--- config.mk ---
export PLATFORM = sky130hd
export DESIGN_NAME = lifo_stack_with_search
export DESIGN_NICKNAME = d
export VERILOG_FILES = /design/src/rtl/core/lss_pkg.sv /design/src/rtl/core/lifo_stack_with_search.sv
export SDC_FILE = /design/constraint.sdc
export NUM_CORES = 1
export LEC_CHECK = 0
export BUFFER_PORTS_ARGS = -buffer_cell sky130_fd_sc_hd__buf_2
export CAP_MARGIN = 20
export CORE_MARGIN = 2
export CORE_UTILIZATION = 45
export CTS_BUF_LIST = sky130_fd_sc_hd__clkbuf_4 sky130_fd_sc_hd__clkbuf_8 sky130_fd_sc_hd__clkbuf_16
export DETAILED_ROUTE_END_ITERATION = 10
export GPL_ROUTABILITY_DRIVEN = 1
export HOLD_SLACK_MARGIN = 0.15
export PLACE_DENSITY = 0.57
export SYNTH_ARGS = -nofsm -noshare
export SYNTH_HDL_FRONTEND = slang
export SYNTH_SLANG_ARGS = --single-unit
--- constraint.sdc ---
create_clock -name clk -period 7 [get_ports clk]
set_clock_uncertainty 0.15 [all_clocks]
set_input_delay 0.7 -clock clk [delete_from_list [all_inputs] [get_ports clk]]
set_output_delay 0.7 -clock clk [all_outputs]
set_load 0.005 [all_outputs]
--- src/rtl/core/lss_pkg.sv ---
package lss_pkg;

  // Request codes carried in the action field.
  localparam logic [2:0] ACT_PUSH    = 3'd0;
  localparam logic [2:0] ACT_POP     = 3'd1;
  localparam logic [2:0] ACT_PEEK    = 3'd2;
  localparam logic [2:0] ACT_SEARCH  = 3'd3;
  localparam logic [2:0] ACT_DISPLAY = 3'd4;
  localparam logic [2:0] ACT_CLEAR   = 3'd5;

  // Status codes returned with every result word.
  localparam logic [1:0] ST_OK       = 2'd0;
  localparam logic [1:0] ST_OVERFLOW = 2'd1;
  localparam logic [1:0] ST_EMPTY    = 2'd2;
  localparam logic [1:0] ST_NOTFOUND = 2'd3;

  // Field widths of the request and result words.
  localparam int unsigned ActionW = 3;
  localparam int unsigned WordW   = 32;
  localparam int unsigned PosW    = 6;
  localparam int unsigned StatusW = 2;
  localparam int unsigned CountW  = 6;
  localparam int unsigned CapW    = 6;
  localparam int unsigned OutDataW = 48;

  typedef enum logic [2:0] {
    S_IDLE,
    S_POP,
    S_PEEK,
    S_SCAN,
    S_DISP
  } state_t;

endpackage

--- src/rtl/core/lifo_stack_with_search.sv ---
// Bounded LIFO stack of signed 32-bit words with search and display. A request word
// on the slave side (action in tuser, operand in tdata) is taken only while the
// sequencer is idle and the result register is free or being emptied. Push, clear,
// unused codes and every request that fails at once (overflow, empty stack) are answered from idle.
// Pop and peek pass through a read state, as the stack memory has one registered read port.
// Search compares one stored word per cycle from the top down; display sends one word
// per cycle from top to bottom while the master side does not stall, and marks the
// bottom word with tlast. The capacity register limits the fill to min(capacity, DEPTH);
// lowering it below the fill discards nothing. The stored words are not cleared at reset.
module lifo_stack_with_search #(
  parameter int unsigned DEPTH = 32
) (
  input  logic                          clk,
  input  logic                          rst,
  // Capacity register write.
  input  logic                          capacity_we,
  input  logic [lss_pkg::CapW-1:0]      capacity_wdata,
  // Request side.
  input  logic                          s_tvalid,
  output logic                          s_tready,
  input  logic [lss_pkg::WordW-1:0]     s_tdata,   // [31:0] operand
  input  logic [lss_pkg::ActionW-1:0]   s_tuser,   // [2:0] action
  // Result side.
  output logic                          m_tvalid,
  input  logic                          m_tready,
  output logic [lss_pkg::OutDataW-1:0]  m_tdata,   // [31:0] data, [37:32] position,
                                                   // [39:38] status, [45:40] count
  output logic                          m_tlast    // last
);
  import lss_pkg::*;

  localparam int unsigned CW = $clog2(DEPTH + 1);
  localparam int unsigned AW = (DEPTH > 1) ? $clog2(DEPTH) : 1;
  localparam int unsigned CmpW = 7;

  state_t state, state_next;

  logic [CapW-1:0]  capacity;
  logic [CW-1:0]    fill, fill_next;
  logic [CW-1:0]    ptr, ptr_next;
  logic [WordW-1:0] key;
  logic [WordW-1:0] mem [DEPTH];
  logic [WordW-1:0] rd_data;

  logic             accept;
  logic             out_free;
  logic             full;
  logic             empty;
  logic             hit;
  logic             rd_en;
  logic [AW-1:0]    rd_addr;
  logic             wr_en;
  logic             emit;
  logic [WordW-1:0] emit_data;
  logic [PosW-1:0]  emit_pos;
  logic [StatusW-1:0] emit_status;
  logic             emit_last;

  // Handshake and simple conditions.
  assign out_free = !m_tvalid || m_tready;
  assign s_tready = (state == S_IDLE) && out_free;
  assign accept   = s_tvalid && s_tready;
  assign empty    = (fill == '0);
  assign full     = (CmpW'(fill) >= CmpW'(capacity)) || (fill == CW'(DEPTH));
  assign hit      = (rd_data == key);

  // Next state.
  always_comb begin
    state_next = state;
    case (state)
      S_IDLE: begin
        if (accept && !empty) begin
          case (s_tuser)
            ACT_POP:     state_next = S_POP;
            ACT_PEEK:    state_next = S_PEEK;
            ACT_SEARCH:  state_next = S_SCAN;
            ACT_DISPLAY: state_next = S_DISP;
            default:     state_next = S_IDLE;
          endcase
        end
      end
      S_POP, S_PEEK: begin
        if (out_free) state_next = S_IDLE;
      end
      S_SCAN: begin
        if ((hit || ptr == CW'(1)) && out_free) state_next = S_IDLE;
      end
      S_DISP: begin
        if (out_free && ptr == CW'(1)) state_next = S_IDLE;
      end
      default: state_next = S_IDLE;
    endcase
  end

  // Datapath control: memory access, fill and pointer updates, result word.
  always_comb begin
    fill_next   = fill;
    ptr_next    = ptr;
    rd_en       = 1'b0;
    rd_addr     = AW'(fill - CW'(1));
    wr_en       = 1'b0;
    emit        = 1'b0;
    emit_data   = '0;
    emit_pos    = '0;
    emit_status = ST_OK;
    emit_last   = 1'b1;
    case (state)
      S_IDLE: begin
        if (accept) begin
          case (s_tuser)
            ACT_PUSH: begin
              emit = 1'b1;
              if (full) begin
                emit_status = ST_OVERFLOW;
              end else begin
                wr_en     = 1'b1;
                fill_next = fill + CW'(1);
              end
            end
            ACT_POP, ACT_PEEK, ACT_DISPLAY: begin
              if (empty) begin
                emit        = 1'b1;
                emit_status = ST_EMPTY;
              end else begin
                rd_en    = 1'b1;
                ptr_next = fill;
              end
            end
            ACT_SEARCH: begin
              if (empty) begin
                emit        = 1'b1;
                emit_status = ST_NOTFOUND;
              end else begin
                rd_en    = 1'b1;
                ptr_next = fill;
              end
            end
            ACT_CLEAR: begin
              emit      = 1'b1;
              fill_next = '0;
            end
            default: emit = 1'b1;
          endcase
        end
      end
      S_POP: begin
        if (out_free) begin
          emit      = 1'b1;
          emit_data = rd_data;
          fill_next = fill - CW'(1);
        end
      end
      S_PEEK: begin
        if (out_free) begin
          emit      = 1'b1;
          emit_data = rd_data;
        end
      end
      S_SCAN: begin
        rd_addr = AW'(ptr - CW'(2));
        if (hit) begin
          emit     = out_free;
          emit_pos = PosW'(ptr);
        end else if (ptr == CW'(1)) begin
          emit        = out_free;
          emit_status = ST_NOTFOUND;
        end else begin
          rd_en    = 1'b1;
          ptr_next = ptr - CW'(1);
        end
      end
      S_DISP: begin
        rd_addr = AW'(ptr - CW'(2));
        if (out_free) begin
          emit      = 1'b1;
          emit_data = rd_data;
          emit_last = (ptr == CW'(1));
          if (ptr != CW'(1)) begin
            rd_en    = 1'b1;
            ptr_next = ptr - CW'(1);
          end
        end
      end
      default: ;
    endcase
  end

  // Control registers and capacity.
  always_ff @(posedge clk) begin
    if (rst) begin
      state    <= S_IDLE;
      fill     <= '0;
      ptr      <= '0;
      capacity <= CapW'(32);
      m_tvalid <= 1'b0;
    end else begin
      state <= state_next;
      fill  <= fill_next;
      ptr   <= ptr_next;
      if (capacity_we) capacity <= capacity_wdata;
      if (emit) begin
        m_tvalid <= 1'b1;
      end else if (m_tready) begin
        m_tvalid <= 1'b0;
      end
    end
  end

  // Search key and result word.
  always_ff @(posedge clk) begin
    if (accept) key <= s_tdata;
    if (emit) begin
      m_tdata <= {2'b00, CountW'(fill_next), emit_status, emit_pos, emit_data};
      m_tlast <= emit_last;
    end
  end

  // Stack memory with one write port and one registered read port.
  always_ff @(posedge clk) begin
    if (wr_en) mem[AW'(fill)] <= s_tdata;
    if (rd_en) rd_data <= mem[rd_addr];
  end

  // The fill never exceeds the built depth.
  a_fill_bound: assert property (@(posedge clk) disable iff (rst)
    fill <= CW'(DEPTH))
    else $error("stack fill above depth");

  // A successful push grows the fill by exactly one.
  a_push_grows: assert property (@(posedge clk) disable iff (rst)
    (accept && s_tuser == ACT_PUSH && !full) |=> fill == $past(fill) + CW'(1))
    else $error("push did not grow the fill");

  // While walking the stack the pointer stays within the stored entries.
  a_ptr_range: assert property (@(posedge clk) disable iff (rst)
    (state == S_SCAN || state == S_DISP) |-> (ptr != '0 && ptr <= fill))
    else $error("walk pointer out of range");

  // A result word without tlast is only ever part of a display still running.
  a_notlast_disp: assert property (@(posedge clk) disable iff (rst)
    (m_tvalid && !m_tlast) |-> state == S_DISP)
    else $error("non-final result outside display");

endmodule

==> results of run 1 <==
==> stage by stage <==
| stage | instances | setup WS [ns] |
|---|---|---|
| 6_report | 4960 | 1.83 |
| 5_1_grt | 4959 | 1.74 |
| 4_1_cts | 4947 | 1.94 |
| 3_5_place_dp | 4727 | 1.66 |
| 3_3_place_gp | 4716 | 1.19 |
| 2_1_floorplan | 3467 | 1.71 |
==> synthesized netlist by cell type (15+ instances only) <==
| library cell | n |
|---|---|
| nand2_1 | 24 |
| dfxtp_1 | 22 |
| inv_1 | 20 |
| ha_1 | 15 |
| o21ai_0 | 490 |
| and3_1 | 37 |
| o2111ai_1 | 32 |
| buf_1 | 16 |
| a2111oi_2 | 30 |
| nor2_1 | 59 |
| buf_2 | 104 |
| nand3_1 | 977 |
| clkbuf_1 | 179 |
| edfxtp_1 | 1135 |
| a41oi_1 | 96 |
| mux2_2 | 33 |
| xor2_1 | 34 |
| a21oi_1 | 18 |
==> layer usage <==
metal / vias up / global-route usage (%) / share of wire, %
met3: 225 / 3.49 / 8.5
met5: - / 0 / 0
li1: 13600 / - / -
met4: 0 / 8.32 / 3.0
met1: 16000 / 38.8 / 42
met2: 1689 / 42.5 / 47
==> where the power goes <==
part / leakage (nW) / switching [mW] / total, mW / internal, mW
logic: 3.89 / 4.01 / 5.76 / 1.75
registers: 10.4 / 0.183 / 8.25 / 8.07
clock network: 1.97 / 2.62 / 6.42 / 3.80
total: 16.3 / 6.81 / 20.4 / 13.6
==> path summary, 6_finish.rpt <==
check / to / slack [ns] / startpoint / depth (start not counted)
hold / removal: capacity[5] / 0.22 / capacity_we / 2
setup reg to reg: mem[25][11] / 1.83 / fill[0] / 8
hold reg to reg: capacity[2] / 0.35 / capacity[2] / 2
setup / recovery: mem[25][11] / 1.83 / fill[0] / 8
==> timing repair <==
| item | in CTS | in global routing |
|---|---|---|
| hold buffers | 8 | 0 |
| hold endpoints to repair | 8 | 0 |
| resized for setup | 0 | 0 |
| buffers inserted | 0 | 0 |
==> flip-flops by register name, indices dropped and copies added, names as in the netlist <==
signal / count
ptr: 6
m_tdata: 46
m_tlast: 1
fill: 6
m_tvalid: 1
key: 32
state: 3
rd_data: 32
capacity: 6
mem: 1024
==> final cells by class <==
cell class / count / area (um^2) / area share (%)
antenna: 3 / 7.51 / 0.0139
clock buffer: 153 / 3250 / 6.03
inverter: 20 / 75.1 / 0.139
multi-input combinational: 1978 / 11800 / 21.9
tap: 1391 / 1740 / 3.23
timing repair buffer: 199 / 1790 / 3.33
clock inverter: 59 / 692 / 1.28
sequential: 1157 / 34500 / 64.1
==> critical path, cell delays in order (launching register included) <==
cell and delay (ns):
dfxtp_1 0.50, inv_1 0.24, ha_1 0.32, nor4b_1 0.18, a221o_1 0.46, a2111oi_1 0.92
nand2_1 0.71, nor2_4 0.98, buf_4 0.37
==> cell families after synthesis <==
| group | count (synthesis) |
|---|---|
| other | 1 |
| flip-flops | 1157 |
| AND/OR/NAND/NOR | 1160 |
| XOR/XNOR | 40 |
| multiplexers | 41 |
| adder cells (fa/ha/maj) | 15 |
| buffers and inverters | 332 |
| AO/OA/AOI/OAI | 720 |
==> summary.md, run 1 <==
| Metric | Value |
|---|---|
| Vias/cell | `6.37` |
| Syn Area/Cell | `13.7 um^2` |
| Synthesized flop and latch total | `1157` |
| Max cap viols | `0` |
| Ys Warns | `0` |
| TritonRoute pass-1 iters | `5` |
| Setup total negative slack | `0 ns` |
| Final ANT Viol Nets | `0` |
| Number of synthesized flops with an enable pin | `1135` |
| Pwr per Cell Area | `379 nW/um^2` |
| Post-Syn Area | `47400 um^2` |
| Finished Cell Area | `53900 um^2` |
| Input/output buffers | `94` |
| Status | `finished clean` |
| DRC | `0` |
| CP Max Fanout | `21` |
| WP data arrival | `5.41 ns` |
| Most common cell after layout, fill and taps aside | `edfxtp_1` |
| Global-route wire length before repair | `212000 um` |
| Worst Max-Slew Pin Slew | `1.18 ns` |
| Worst VDD drop | `0.309 mV` |
| CTS root buffer | `clkbuf_16` |
| Ys async rst share | `0%` |
| Largest net degree at the start of global routing | `160` |
| CP Launch Type | `register` |
| Core Util, Final | `51.4%` |
| Synth area leaders | `edfxtp_1 (72%), nand3_1 (10%), o21ai_0 (5.2%)` |
| Hold Crit Class | `in -> reg` |
| Yosys top cell area share | `72.0%` |
| Initial core utilization | `45.2%` |
| Initial antenna violation count | `8` |
| Num rows | `119` |
| RSZ-0062 raised after global routing | `no` |
| Area leader, netlist | `edfxtp_1` |
| Core area | `105000 um^2` |
| Worst-Skew Late Latency | `0.72 ns` |
| Worst Setup End Kind | `register` |
| Fillcell total | `8751` |
| Worst-case clock buffer depth | `3` |
| Dpl cell area | `49600 um^2` |
| # setup viols final | `0` |
| Via count | `31600` |
| Chip Height | `328 um` |
| Post-synthesis adder-cell area fraction | `0.396%` |
| Static leakage | `16.3 nW` |
| Min Clock Period, post-route | `5.17 ns` |
| Count of final hold-check violations | `0` |
| Io pins | `97` |
| Iteration-0 DRC Markers | `4278` |
| Total wire length | `147000 um` |
| Register clock-pin slew on the reported worst setup and hold paths | `0.06 ns` |
| Final critical-path share of the clock period | `73.8%` |
| Nets | `3534` |
| Compound-Gate Fraction of Synth Area | `9.64%` |
| Synth Area in Simple Gates | `12.3%` |
| Total CTS buffers | `117` |
| Sequential share of the synthesized area | `72.9%` |
| Synth Instances | `3466` |
| H-tree level count | `3` |
| Die Wd | `328 um` |
| Fraction of layout instances using a drive strength above 1 | `14.2%` |
| Hold Slack | `0.223 ns` |
| Sink Count | `1157` |
| Worst slew margin | `21.5%` |
| XOR/XNOR Fraction of Synth Area | `0.740%` |
| Gr ovfl total | `0` |
| Vias in the first global route | `30000` |
| Largest family of logic cells by synthesized area | `simple AND/OR/NAND/NOR gates` |
| Fmax | `0.193 GHz` |
| Area Growth Syn to Fin | `13.8%` |
| Post-detail-place hpwl | `88200 um` |
| Top_reg_cell synth | `edfxtp_1` |
| GRT Total Usage | `26.9%` |
| Slew Limit Fails | `0` |
| Global placer's final weighted congestion | `0.907` |
| Power Total | `20.4 mW` |
| Multiplexer share of the synthesized area | `0.954%` |
| Routed WL per cell | `29.5 um` |
| Number of different library cells in the post-synthesis netlist | `69` |
| Setup CP Type | `reg -> reg` |
| Crit path required time | `7.25 ns` |
| Most frequent cells in the layout | `edfxtp_1 (1135), nand3_1 (977), o21ai_0 (488)` |
| TritonCTS clock tree | `yes` |
| Die area | `108000 um^2` |
Power figures use the tool's default switching activity.
==> run 2: changes to the inputs <==
- clock period: 7 -> 5.07 ns (I/O delays scaled with it)
==> run 2 against run 1 <==
Total power rose by 37%. First-iteration DRC count barely moved. Utilization rose by 0.17 points. Hold slack got worse by 0.039 ns. Final cell count rose by 1.1%. Die area did not move. Worst setup slack got worse by 1.4 ns. Critical path depth rose by 1. Critical endpoint is now rd_data[26]. Fmax rose by 13%.
==> summary.md, run 2 (synthesized netlist as in run 1, its figures left out) <==
| Metric | Value |
|---|---|
| CP top delay family | `compound AO/OA/AOI/OAI gates` |
| DRC | `0 (unchanged)` |
| CTS root buffer | `clkbuf_16` |
| Min Clock Period, post-route | `4.59 ns (-0.580 ns)` |
| Core area | `105000 um^2 (unchanged)` |
| Crit path required time | `5.35 ns (-1.90 ns)` |
| Chip Height | `328 um (unchanged)` |
| RSZ-0062 raised after global routing | `no` |
| Num rows | `119 (unchanged)` |
| Global placer's final weighted congestion | `0.889 (-2.0%)` |
| Sw frac | `34.2% (+0.82 points)` |
| R2R cell count | `9 (+1)` |
| Crit-path max cell delay | `0.89 ns (-0.09 ns)` |
| Routed WL per cell | `29.8 um (+0.84%)` |
| Max reg flops | `1024 (unchanged)` |
| Pwr per Cell Area | `517 nW/um^2 (+36%)` |
| RR Endpoint | `rd_data[26]` |
| Worst Hold Path EP | `mem[26][30]` |
| Final ANT Viol Nets | `0 (unchanged)` |
| Die Wd | `328 um (unchanged)` |
| Total CTS buffers | `118 (+0.85%)` |
| Die area | `108000 um^2 (unchanged)` |
| Status | `finished clean` |
| Worst-case clock buffer depth | `3 (unchanged)` |
| Total wire length | `149000 um (+2.0%)` |
| CP Max Fanout | `20 (-4.8%)` |
| Max layer used | `met5` |
| Most frequent cells in the layout | `edfxtp_1 (1135), nand3_1 (977), o21ai_0 (488)` |
| Worst-Skew Late Latency | `0.73 ns (about the same)` |
| Static leakage | `16.5 nW (+0.93%)` |
| Vias/cell | `6.40 (+0.45%)` |
| Setup CP Type | `reg -> reg` |
| H-tree level count | `3 (unchanged)` |
| Met2 WL | `68200 um (-0.46%)` |
| Clock share of power | `30.4% (-1.0 points)` |
| Initial antenna violation count | `8 (unchanged)` |
| Worst-path cell chain | `inv_1 > ha_1 > nor3b_1 > xnor2_1 > inv_1 > a31oi_4 > a41oi_1 > buf_4 > a2111oi_2` |
| Comb power frac | `29.0% (+0.8 points)` |
| Final critical-path share of the clock period | `90.5% (+17 points)` |
| Power Total | `28.0 mW (+37%)` |
| Most frequent CP cell | `inv_1` |
| Via count | `32100 (+1.6%)` |
| Hold Buf Count CTS | `31 (+23)` |
| Postcts setup bufs | `0 (unchanged)` |
| Worst Max-Slew Pin Slew | `1.11 ns (-0.0722 ns)` |
| Area Growth Syn to Fin | `14.1%` |
| Hold Crit Class | `in -> reg` |
| Met3 WL | `12900 um (+3.8%)` |
| Final Non-Filler Cells | `5016 (+1.1%)` |
| Gr ovfl total | `0 (unchanged)` |
| Largest net degree at the start of global routing | `181 (+13%)` |
| Initial core utilization | `45.2% (unchanged)` |
| Biggest regs | `mem x1024, m_tdata x46` |
| Register clock-pin slew on the reported worst setup and hold paths | `0.06 ns (about the same)` |
| Fraction of layout instances using a drive strength above 1 | `14.6% (+0.44 points)` |
| Cell-internal power | `18.4 mW (+35%)` |
| Max cap viols | `0 (unchanged)` |
| Slowest stage cell, crit path | `a31oi_4` |
| Global-route wire length before repair | `215000 um (+1.4%)` |
| Iteration-0 DRC Markers | `4277 (-0.023%)` |
| Slew Limit Fails | `0 (unchanged)` |
| Placed insts | `4767 (+0.85%)` |
| Nets | `3588 (+1.5%)` |
| Sequential power share | `40.6% (+0.2 points)` |
| Fillcell total | `8798 (+0.54%)` |
| TritonCTS clock tree | `yes` |
| Post-detail-place hpwl | `83700 um (-5.0%)` |
| Dpl cell area | `50000 um^2 (+0.65%)` |
| Finished Cell Area | `54000 um^2 (+0.33%)` |
| Met1 WL | `63100 um (+3.2%)` |
| Worst slew margin | `26.3% (+4.8 points)` |
| Most common cell after layout, fill and taps aside | `edfxtp_1` |
| Hold path cells | `1 (-1)` |
| GRT Total Usage | `27.3% (+0.44 points)` |
| FF-to-FF Start | `fill[0]` |
| Count of final hold-check violations | `0 (unchanged)` |
| Setup total negative slack | `0 ns (unchanged)` |
| Worst Setup End Kind | `register` |
| Input/output buffers | `94 (unchanged)` |
| Io pins | `97 (unchanged)` |
| WP data arrival | `4.87 ns (-0.54 ns)` |
| CTS resizes | `0 (unchanged)` |
| Worst VDD drop | `0.402 mV (+30%)` |
| TritonRoute pass-1 iters | `6 (+1)` |
| Psw | `9.55 mW (+40%)` |
| Fmax | `0.218 GHz (+13%)` |
| CP Launch Type | `register` |
| Worst R2R Setup Slack | `0.48 ns (-1.35 ns)` |
| CP bufs+invs | `3 (+1)` |
| Sink Count | `1157 (unchanged)` |
| HP Start | `s_tdata[30]` |
| Vias in the first global route | `30300 (+0.83%)` |
| Biggest register | `mem` |
| # setup viols final | `0 (unchanged)` |
==> run 2: cell types whose count changed in the layout (fill, tap and decap cells not counted), sizes merged <==
cell,delta
clkbuf,-12
bufinv,-7
dlygate4sd3,+23
clkinvlp,+1
buf,+30
inv,+6
clkinv,+15
==> run 2: metal layers <==
layer	global-route usage, %	vias to the layer above
met5	0	-
met4	9.82	2
met3	4.67	274
met2	41.5	1664
met1	39.7	16400
li1	-	13700
==> run 2: worst max-delay path by stage <==
| stage | endpoint | depth (start not counted) | slack (ns) | start |
|---|---|---|---|---|
| after floorplan | mem[21][0] | 7 | 0.89 | fill[0] |
| after global placement | rd_data[26] | 9 | 0.70 | fill[0] |
| after detailed placement | rd_data[0] | 9 | 0.63 | fill[0] |
| after CTS | rd_data[0] | 9 | 0.61 | fill[0] |
| after global routing | rd_data[0] | 9 | 0.32 | fill[0] |
| final | rd_data[26] | 9 | 0.48 | fill[0] |
==> run 2: per-stage QoR <==
step	util (%)	hold slack (ns)	setup WS, ns
finish	51.6	0.184	0.481
CTS	51.6	0.155	0.605
global route	51.6	0.197	0.317
detailed placement	47.7	0.351	0.626
global placement	47.7	0.333	0.696
floorplan	-	0.310	0.891
==> run 2: power groups by stage <==
stage                     sequential, mW  clock [mW]  combinational, mW
after floorplan                     11.5           0               4.73
after global placement              11.5           0               7.88
after detailed placement            11.6           0               7.97
after CTS                           11.4        8.61               8.01
after global routing                11.4        8.96               8.63
final                               11.4        8.50               8.11
==> run 2: layout make-up <==
cell class                 instances  area, um^2  area share, %
sequential                      1157       34500           63.9
clock buffer                     141        3140           5.82
antenna                            3        7.51         0.0139
clock inverter                    74         624           1.16
multi-input combinational       1978       11800           21.8
tap                             1391        1740           3.22
timing repair buffer             252        2160           3.99
inverter                          20        75.1          0.139
